`src/sv/isd_pkg.sv`:
```
// package for the ising metropolis denoise step block
// shared constants, controller state type and command/status structs; no dependencies
`timescale 1ns / 1ps
`default_nettype none

package isd_pkg;

    localparam int MAX_ROWS  = 256;
    localparam int MAX_COLS  = 256;
    localparam int ROW_W     = $clog2(MAX_ROWS);
    localparam int COL_W     = $clog2(MAX_COLS);
    localparam int ADDR_W    = ROW_W + COL_W;
    localparam int DEPTH     = MAX_ROWS * MAX_COLS;
    localparam int LIMIT_W   = 9;
    localparam int WEIGHT_W  = 16;
    localparam int DRAW_W    = 24;
    localparam int SUM_W     = 5;
    localparam int PROD_W    = WEIGHT_W + SUM_W;
    localparam int DELTA_W   = DRAW_W + 1;
    localparam int CFG_IDX_W = 2;

    localparam logic [1:0] ACT_LOAD   = 2'd0;
    localparam logic [1:0] ACT_UPDATE = 2'd1;

    localparam logic [CFG_IDX_W-1:0] REG_BETA  = 2'd0;
    localparam logic [CFG_IDX_W-1:0] REG_GAMMA = 2'd1;
    localparam logic [CFG_IDX_W-1:0] REG_ROWS  = 2'd2;
    localparam logic [CFG_IDX_W-1:0] REG_COLS  = 2'd3;

    localparam logic [LIMIT_W-1:0] LIMIT_RESET = 9'd256;

    // neighbor offset index: minus one, zero, plus one
    localparam logic [1:0] OFS_LO  = 2'd0;
    localparam logic [1:0] OFS_MID = 2'd1;
    localparam logic [1:0] OFS_HI  = 2'd2;

    typedef enum logic [3:0] {
        ST_IDLE,
        ST_DISPATCH,
        ST_OOB_DONE,
        ST_LOAD_DONE,
        ST_READ_ISSUE,
        ST_READ_DONE,
        ST_SCAN,
        ST_SCAN_DRAIN,
        ST_MULT,
        ST_UPD_DONE
    } isd_state_t;

    typedef struct packed {
        logic capture;
        logic scan_clr;
        logic scan_step;
        logic mul;
        logic rd_issue;
        logic fin_oob;
        logic fin_load;
        logic fin_read;
        logic fin_upd;
    } isd_cmd_t;

    typedef struct packed {
        logic in_range;
        logic is_load;
        logic is_update;
        logic scan_last;
        logic out_free;
    } isd_status_t;

endpackage

`default_nettype wire

```
`src/sv/isd_ctrl.sv`:
```
// controller state machine for the ising metropolis denoise step block
// sequences load, read and update transactions; depends on isd_pkg
`timescale 1ns / 1ps
`default_nettype none

module isd_ctrl (
    input  logic                clk,
    input  logic                rst_n,
    input  logic                in_valid,
    output logic                in_stall,
    input  isd_pkg::isd_status_t stat,
    output isd_pkg::isd_cmd_t    cmd
);
    import isd_pkg::*;

    isd_state_t state_reg;
    isd_state_t state_next;

    always_ff @(posedge clk or negedge rst_n)
    begin
        if (!rst_n)
        begin
            state_reg <= ST_IDLE;
        end
        else
        begin
            state_reg <= state_next;
        end
    end

    always_comb
    begin
        state_next = state_reg;
        unique case (state_reg)
            ST_IDLE:
            begin
                if (in_valid)
                begin
                    state_next = ST_DISPATCH;
                end
            end
            ST_DISPATCH:
            begin
                priority if (!stat.in_range)
                begin
                    state_next = ST_OOB_DONE;
                end
                else if (stat.is_load)
                begin
                    state_next = ST_LOAD_DONE;
                end
                else if (stat.is_update)
                begin
                    state_next = ST_SCAN;
                end
                else
                begin
                    state_next = ST_READ_ISSUE;
                end
            end
            ST_OOB_DONE, ST_LOAD_DONE, ST_READ_DONE, ST_UPD_DONE:
            begin
                if (stat.out_free)
                begin
                    state_next = ST_IDLE;
                end
            end
            ST_READ_ISSUE:
            begin
                state_next = ST_READ_DONE;
            end
            ST_SCAN:
            begin
                if (stat.scan_last)
                begin
                    state_next = ST_SCAN_DRAIN;
                end
            end
            ST_SCAN_DRAIN:
            begin
                state_next = ST_MULT;
            end
            ST_MULT:
            begin
                state_next = ST_UPD_DONE;
            end
            default:
            begin
                state_next = ST_IDLE;
            end
        endcase
    end

    always_comb
    begin
        cmd      = '0;
        in_stall = 1'b1;
        unique case (state_reg)
            ST_IDLE:
            begin
                in_stall    = 1'b0;
                cmd.capture = in_valid;
            end
            ST_DISPATCH:
            begin
                cmd.scan_clr = 1'b1;
            end
            ST_OOB_DONE:
            begin
                cmd.fin_oob = stat.out_free;
            end
            ST_LOAD_DONE:
            begin
                cmd.fin_load = stat.out_free;
            end
            ST_READ_ISSUE:
            begin
                cmd.rd_issue = 1'b1;
            end
            ST_READ_DONE:
            begin
                // keep the centre pixel on the read port while the result waits
                cmd.rd_issue = 1'b1;
                cmd.fin_read = stat.out_free;
            end
            ST_SCAN:
            begin
                cmd.scan_step = 1'b1;
            end
            ST_SCAN_DRAIN:
            begin
            end
            ST_MULT:
            begin
                cmd.mul = 1'b1;
            end
            ST_UPD_DONE:
            begin
                cmd.fin_upd = stat.out_free;
            end
            default:
            begin
            end
        endcase
    end

endmodule

`default_nettype wire

```
`config.mk`:
```
export PLATFORM = sky130hd
export DESIGN_NAME = isd_ctrl
export DESIGN_NICKNAME = d
export VERILOG_FILES = /design/src/sv/isd_pkg.sv /design/src/sv/isd_ctrl.sv
export SDC_FILE = /design/constraint.sdc
export NUM_CORES = 1
export LEC_CHECK = 0
export ABC_AREA = 1
export BUFFER_PORTS_ARGS = -buffer_cell sky130_fd_sc_hd__buf_2
export CAP_MARGIN = 20
export CORE_AREA = 2 2 39 41
export DETAILED_ROUTE_END_ITERATION = 10
export DIE_AREA = 0 0 41 43
export GPL_TIMING_DRIVEN = 0
export PLACE_DENSITY = 0.57
export SYNTH_ARGS = -nofsm -noshare
export SYNTH_HDL_FRONTEND = slang
export SYNTH_SLANG_ARGS = --single-unit
```
`constraint.sdc`:
```
create_clock -name clk -period 1.3 [get_ports clk]
set_clock_uncertainty 0.1 [all_clocks]
set_input_delay 0.13 -clock clk [delete_from_list [all_inputs] [get_ports clk]]
set_output_delay 0.13 -clock clk [all_outputs]
set_load 0.05 [all_outputs]
```
==> results of run 1 <==
[layout by cell type (no fill, tap or decap), types with 4 or more instances in the layout]
master                    netlist  routed
sky130_fd_sc_hd__nor2_4         2       9
sky130_fd_sc_hd__nand2_1       20      15
sky130_fd_sc_hd__buf_4          0      12
sky130_fd_sc_hd__inv_2          2       5
sky130_fd_sc_hd__nand3_2        1       4
sky130_fd_sc_hd__nand2_2        0       4
sky130_fd_sc_hd__buf_2          0       7
sky130_fd_sc_hd__inv_1          9       6
sky130_fd_sc_hd__buf_6          1       9
[worst paths after layout]
path | startpoint | end | cells past startpoint
worst max-delay path | state_reg[2] | cmd[3] | 4
worst min-delay path | rst_n | state_reg[2] | 2
worst max register to register | state_reg[2] | state_reg[3] | 8
worst min register to register | state_reg[2] | state_reg[2] | 2
max in group asynchronous | rst_n | state_reg[0] | 2
min in group clk | stat[4] | state_reg[0] | 5
[cell type report]
| type | instances | area (um2) |
|---|---|---|
| well taps | 16 | 20.0 |
| plain buffers | 1 | 11.3 |
| fillers | 122 | 569 |
| flip-flops and latches | 4 | 104 |
| multi-input cells | 47 | 345 |
| inverters | 11 | 41.3 |
| repair buffers | 31 | 270 |
| clock buffers | 3 | 22.5 |
[routing by layer]
metal / wire length [um] / global-route usage [%] / share of wire, % / vias up
li1: - / - / - / 263
met1: 483 / 20.6 / 42 / 235
met2: 623 / 21.9 / 55 / 11
met3: 36 / 3.14 / 3.1 / 0
met4: 0 / 6.00 / 0 / 0
met5: 0 / 0 / 0 / -
[power breakdown]
group	switching [mW]	internal, mW
Sequential	0.0960	0.191
Clock	0.0450	0.103
Combinational	1.07	0.738
[synthesized netlist by cell type (all sizes together)]
master  count
buf         1
nor3        2
nand2      22
dfrtp       4
and2        1
nor2       11
o21ai       2
inv        11
nand3       6
nand4       1
a31oi       1
nand3b      1
[stage by stage]
step / util, % / hold slack, ns / worst slack [ns] / instances / instance area [um2]
floorplan: - / -0.266 / -0.144 / 63 / 463
global placement: 41.0 / -0.164 / -0.164 / 96 / 568
detailed placement: 41.0 / -0.162 / -0.157 / 96 / 568
CTS: 55.9 / 0.131 / -0.221 / 110 / 773
global route: 58.9 / 0.141 / -0.283 / 113 / 815
finish: 58.9 / 0.133 / -0.215 / 113 / 815
[cell families after synthesis]
logic type             count (synthesis)  share of synthesized area, %
AND/OR/NAND/NOR                       44                          56.7
flip-flops                             4                          25.6
buffers and inverters                 12                          13.5
AO/OA/AOI/OAI                          3                          4.17
[timing repair]
item	CTS	global route
pin swaps	10	5
endpoints found under the setup margin	14	14
hold buffers	1	0
resized for setup	33	5
cloned	0	0
buffers inserted	10	3
hold endpoints to repair	4	0
[worst max-delay path, stage by stage, from the launching register on]
cell	delay, ns
sky130_fd_sc_hd__dfrtp_2	0.44
sky130_fd_sc_hd__nor2_4	0.22
sky130_fd_sc_hd__nand2_2	0.11
sky130_fd_sc_hd__nor3_4	0.12
sky130_fd_sc_hd__buf_6	0.18
==> run_results.csv, run 1 <==
group,metric,value,unit
global_route,globalRouteOverflowTotal,0,
clock_tree,cts-buffers-inserted,3,
global_route,first_global_vias,454,
logic_synthesis,top_post_synthesis_cells_by_area,"sky130_fd_sc_hd__dfrtp_1 26%, sky130_fd_sc_hd__nand2_1 19%, sky130_fd_sc_hd__inv_1 8.7%",
clock_tree,worst_skew_pair.late_latency,0.23,ns
logic_synthesis,synth.ff_latch_count,4,
die,die_y,43,um
sta,timing.setup.tns,-2.00,ns
die,placement_rows,14,
global_route,track_usage,15.0,%
sta,worst_slew_pin_slew,0.405,ns
pwr,ir_worst_vdd,1270,uV
pwr,ratio_of_total_power_to_cell_area,2750,mW/mm2
min_path,hp-class,"primary input to async pin",
sta,layout_min_cycle_time,1.52,ns
worst_setup_path,setup.worst_path.end_class,"output pin",
global_route,number_of_antenna_violations_at_the_first_check_in_global_routing,0,
outcome,failed_checks,"negative setup slack",
place,dp_wirelength,744,um
global_route,first_pass_grt_wire_length,1840,um
die,die-area,0.00176,mm2
place,globalplace.congestion,0.768,
clock_tree,clock_path_buffers,2,
drt,finalWirelength,1140,um
clock_tree,tritoncts,"done",
place,port_buf_inserts,17,
global_route,largest_net_degree_at_the_start_of_global_routing,8,
sta,worst_slack,-0.215,ns
clock_tree,cts_sinks,4,
outcome,run_status,"complete, but fails checks",
drt,post-route-drc-count,0,
layout,layout_cell_share_with_drive_strength_beyond_1,67.0,%
layout,largest_reg_flops,4,
worst_setup_path,critPathRequiredTime,1.07,ns
logic_synthesis,synthesis.instances,63,
die,initial_utilization,28.2,%
drt,viasPerCell,4.50,
logic_synthesis,syn_area_per_cell,6.20,um2
worst_setup_path,critical_path_peak_fanout,5,
drt,number_of_drc_violations_after_detailed_routing_iteration_0,8,
layout,final_nets,107,
sta,final-hold-violation-count,0,
drt,antenna_violating_nets_post_route,0,
layout,insertedDiodeCount,0,
logic_synthesis,syn-num-nets,71,
clock_tree,worst_setup_hold_path_clk_slew,0.04,ns
drt,post_drt_wl_per_cell,10.1,um
logic_synthesis,yosys.area.top_type,"sky130_fd_sc_hd__dfrtp_1",
worst_setup_path,critical_path_class,"register to output pin",
pwr,totalPowerFinal,2.24,mW
sta,max_freq,660,MHz
sta,post_route_fraction_of_the_period_consumed_by_the_critical_path,117,%
pwr,power_leakage,0.419,nW
logic_synthesis,syn-cell-area,390,um2
worst_setup_path,r2r_slack,-0.11,ns
layout,layout-area-overhead-vs-synth,109,%
worst_setup_path,critical_path.startpoint_type,"register",
sta,finalMaxSlewViolations,0,
die,dieWidth,41,um
sta,setup_viol,14,
die,fp.coreArea,0.00138,mm2
clock_tree,clock_root_buffer,"sky130_fd_sc_hd__clkbuf_4",
logic_synthesis,yosys_warnings,0,
worst_setup_path,worstPathArrival,1.29,ns
sta,grt_setup_unrepaired,"true",
drt,first_pass_iters,4,
die,floorplan.io_pins,18,
sta,timing.max_slew.rel_slack,72.9,%
logic_synthesis,synth-seq-area-share,25.6,%
drt,vias,509,
flow_run,timing.max_cap.violations,0,
logic_synthesis,synth_top_area_share,25.6,%
clock_tree,clock_tree.htree_level_count,1,
logic_synthesis,post_synth_num_cell_types,17,
No activity file was read; power rests on OpenSTA's default activity.
==> run 2: changes to the inputs <==
- SKIP_LAST_GASP: not set -> 1
==> run_results.csv, run 2 (synthesis results as in run 1) <==
group,metric,value,unit
drt,post_drt_wl_per_cell,10.3,um
die,die-area,0.00176,mm2
sta,final-hold-violation-count,0,
pwr,ratio_of_total_power_to_cell_area,2760,mW/mm2
global_route,number_of_antenna_violations_at_the_first_check_in_global_routing,0,
clock_tree,tritoncts,"done",
worst_setup_path,critical_path_peak_fanout,5,
die,dieWidth,41,um
die,fp.coreArea,0.00138,mm2
pwr,power_leakage,0.424,nW
global_route,largest_net_degree_at_the_start_of_global_routing,8,
die,placement_rows,14,
place,globalplace.congestion,0.768,
worst_setup_path,setup.worst_path.end_class,"output pin",
sta,timing.max_slew.rel_slack,72.9,%
layout,insertedDiodeCount,0,
layout,final_nets,108,
drt,first_pass_iters,4,
sta,grt_setup_unrepaired,"true",
sta,setup_viol,14,
flow_run,timing.max_cap.violations,0,
outcome,failed_checks,"negative setup slack",
min_path,hp-class,"primary input to async pin",
place,dp_wirelength,744,um
outcome,run_status,"complete, but fails checks",
clock_tree,cts-buffers-inserted,3,
layout,layout_commonest_cell,"sky130_fd_sc_hd__nand2_1",
clock_tree,clock_tree.htree_level_count,1,
worst_setup_path,r2r.worst_path.cells,8,
sta,finalMaxSlewViolations,0,
clock_tree,clock_path_buffers,2,
global_route,globalRouteOverflowTotal,0,
sta,hold-worst-slack,0.134,ns
drt,antenna_violating_nets_post_route,0,
layout,layout-area-overhead-vs-synth,109,%
worst_setup_path,critical_path.startpoint_type,"register",
sta,post_route_fraction_of_the_period_consumed_by_the_critical_path,117,%
place,port_buf_inserts,17,
worst_setup_path,r2r-end,"state_reg[0]",
clock_tree,worst_setup_hold_path_clk_slew,0.04,ns
drt,number_of_drc_violations_after_detailed_routing_iteration_0,4,
global_route,first_global_vias,457,
global_route,first_pass_grt_wire_length,1840,um
die,die_y,43,um
drt,post-route-drc-count,0,
sta,worst_slew_pin_slew,0.407,ns
worst_setup_path,r2r_slack,-0.11,ns
clock_tree,clock_root_buffer,"sky130_fd_sc_hd__clkbuf_4",
worst_setup_path,critPathRequiredTime,1.07,ns
drt,finalWirelength,1170,um
die,floorplan.io_pins,18,
clock_tree,worst_skew_pair.late_latency,0.23,ns
sta,layout_min_cycle_time,1.52,ns
layout,final_core_util,59.0,%
worst_setup_path,critical_path_class,"register to output pin",
layout,largest_reg_flops,4,
place,placedCellCount,96,
global_route,track_usage,15.0,%
drt,viasPerCell,4.52,
layout,layout.cells.non_filler,114,
drt,vias,515,
worst_setup_path,regToRegStartpoint,"state_reg[2]",
layout,layout_cell_share_with_drive_strength_beyond_1,65.3,%
worst_setup_path,worstPathArrival,1.29,ns
die,initial_utilization,28.2,%
sta,worst_slack,-0.217,ns
layout,layout.cells.most_common_list,"16 x sky130_fd_sc_hd__nand2_1, 13 x sky130_fd_sc_hd__buf_4, 10 x sky130_fd_sc_hd__buf_6",
clock_tree,cts_sinks,4,
sta,max_freq,659,MHz
pwr,ir_worst_vdd,1260,uV
run 2: repair_timing:
item / 4_1_cts / 5_1_grt
hold buffers: 1 / 0
endpoints found under the hold margin: 4 / 0
buffers inserted: 10 / 4
pin swaps: 9 / 6
setup endpoints to repair: 14 / 14
gates resized for setup: 30 / 5
run 2: power breakdown:
part           switching (mW)  internal (mW)
Sequential             0.0979          0.191
Clock                  0.0447          0.103
Combinational            1.07          0.747
run 2: cell type report:
cell class              instances  area [um2]
inverters                      11        41.3
clock buffers                   3        22.5
multi-input cells              47         343
flip-flops and latches          4         104
well taps                      16        20.0
fillers                       120         568
repair buffers                 32         274
plain buffers                   1        11.3
run 2: critical path, cell delays in order, from the launching register on:
cell                      delay [ns]
sky130_fd_sc_hd__dfrtp_2        0.44
sky130_fd_sc_hd__nor2_4         0.21
sky130_fd_sc_hd__nand2_2        0.11
sky130_fd_sc_hd__nor3_4         0.12
sky130_fd_sc_hd__buf_6          0.18
run 2: routing by layer:
layer  track usage (%)  routed length, um  up-vias
met3              3.14                 44        0
met1              20.6                487      237
met4              6.00                  0        0
li1                  -                  -      265
met2              21.9                637       13
met5                 0                  0        -
run 2: how the worst max path moves through the flow:
stage | slack [ns] | start | cells past startpoint | endpoint
detailed placement | -0.16 | state_reg[3] | 4 | cmd[3]
CTS | -0.22 | state_reg[2] | 4 | cmd[3]
global route | -0.29 | state_reg[3] | 4 | cmd[3]
global placement | -0.16 | state_reg[3] | 4 | cmd[3]
finish | -0.22 | state_reg[2] | 4 | cmd[3]
floorplan | -0.14 | state_reg[3] | 3 | cmd[3]
run 2: per-stage QoR:
stage / total power [mW] / cell area [um2] / worst slack (ns) / TNS (ns)
floorplan: 1.34 / 463 / -0.144 / -0.273
global placement: 1.56 / 568 / -0.164 / -0.759
detailed placement: 1.56 / 568 / -0.157 / -0.813
CTS: 2.13 / 767 / -0.221 / -1.93
global route: 2.41 / 816 / -0.293 / -3.09
finish: 2.25 / 816 / -0.217 / -2.05
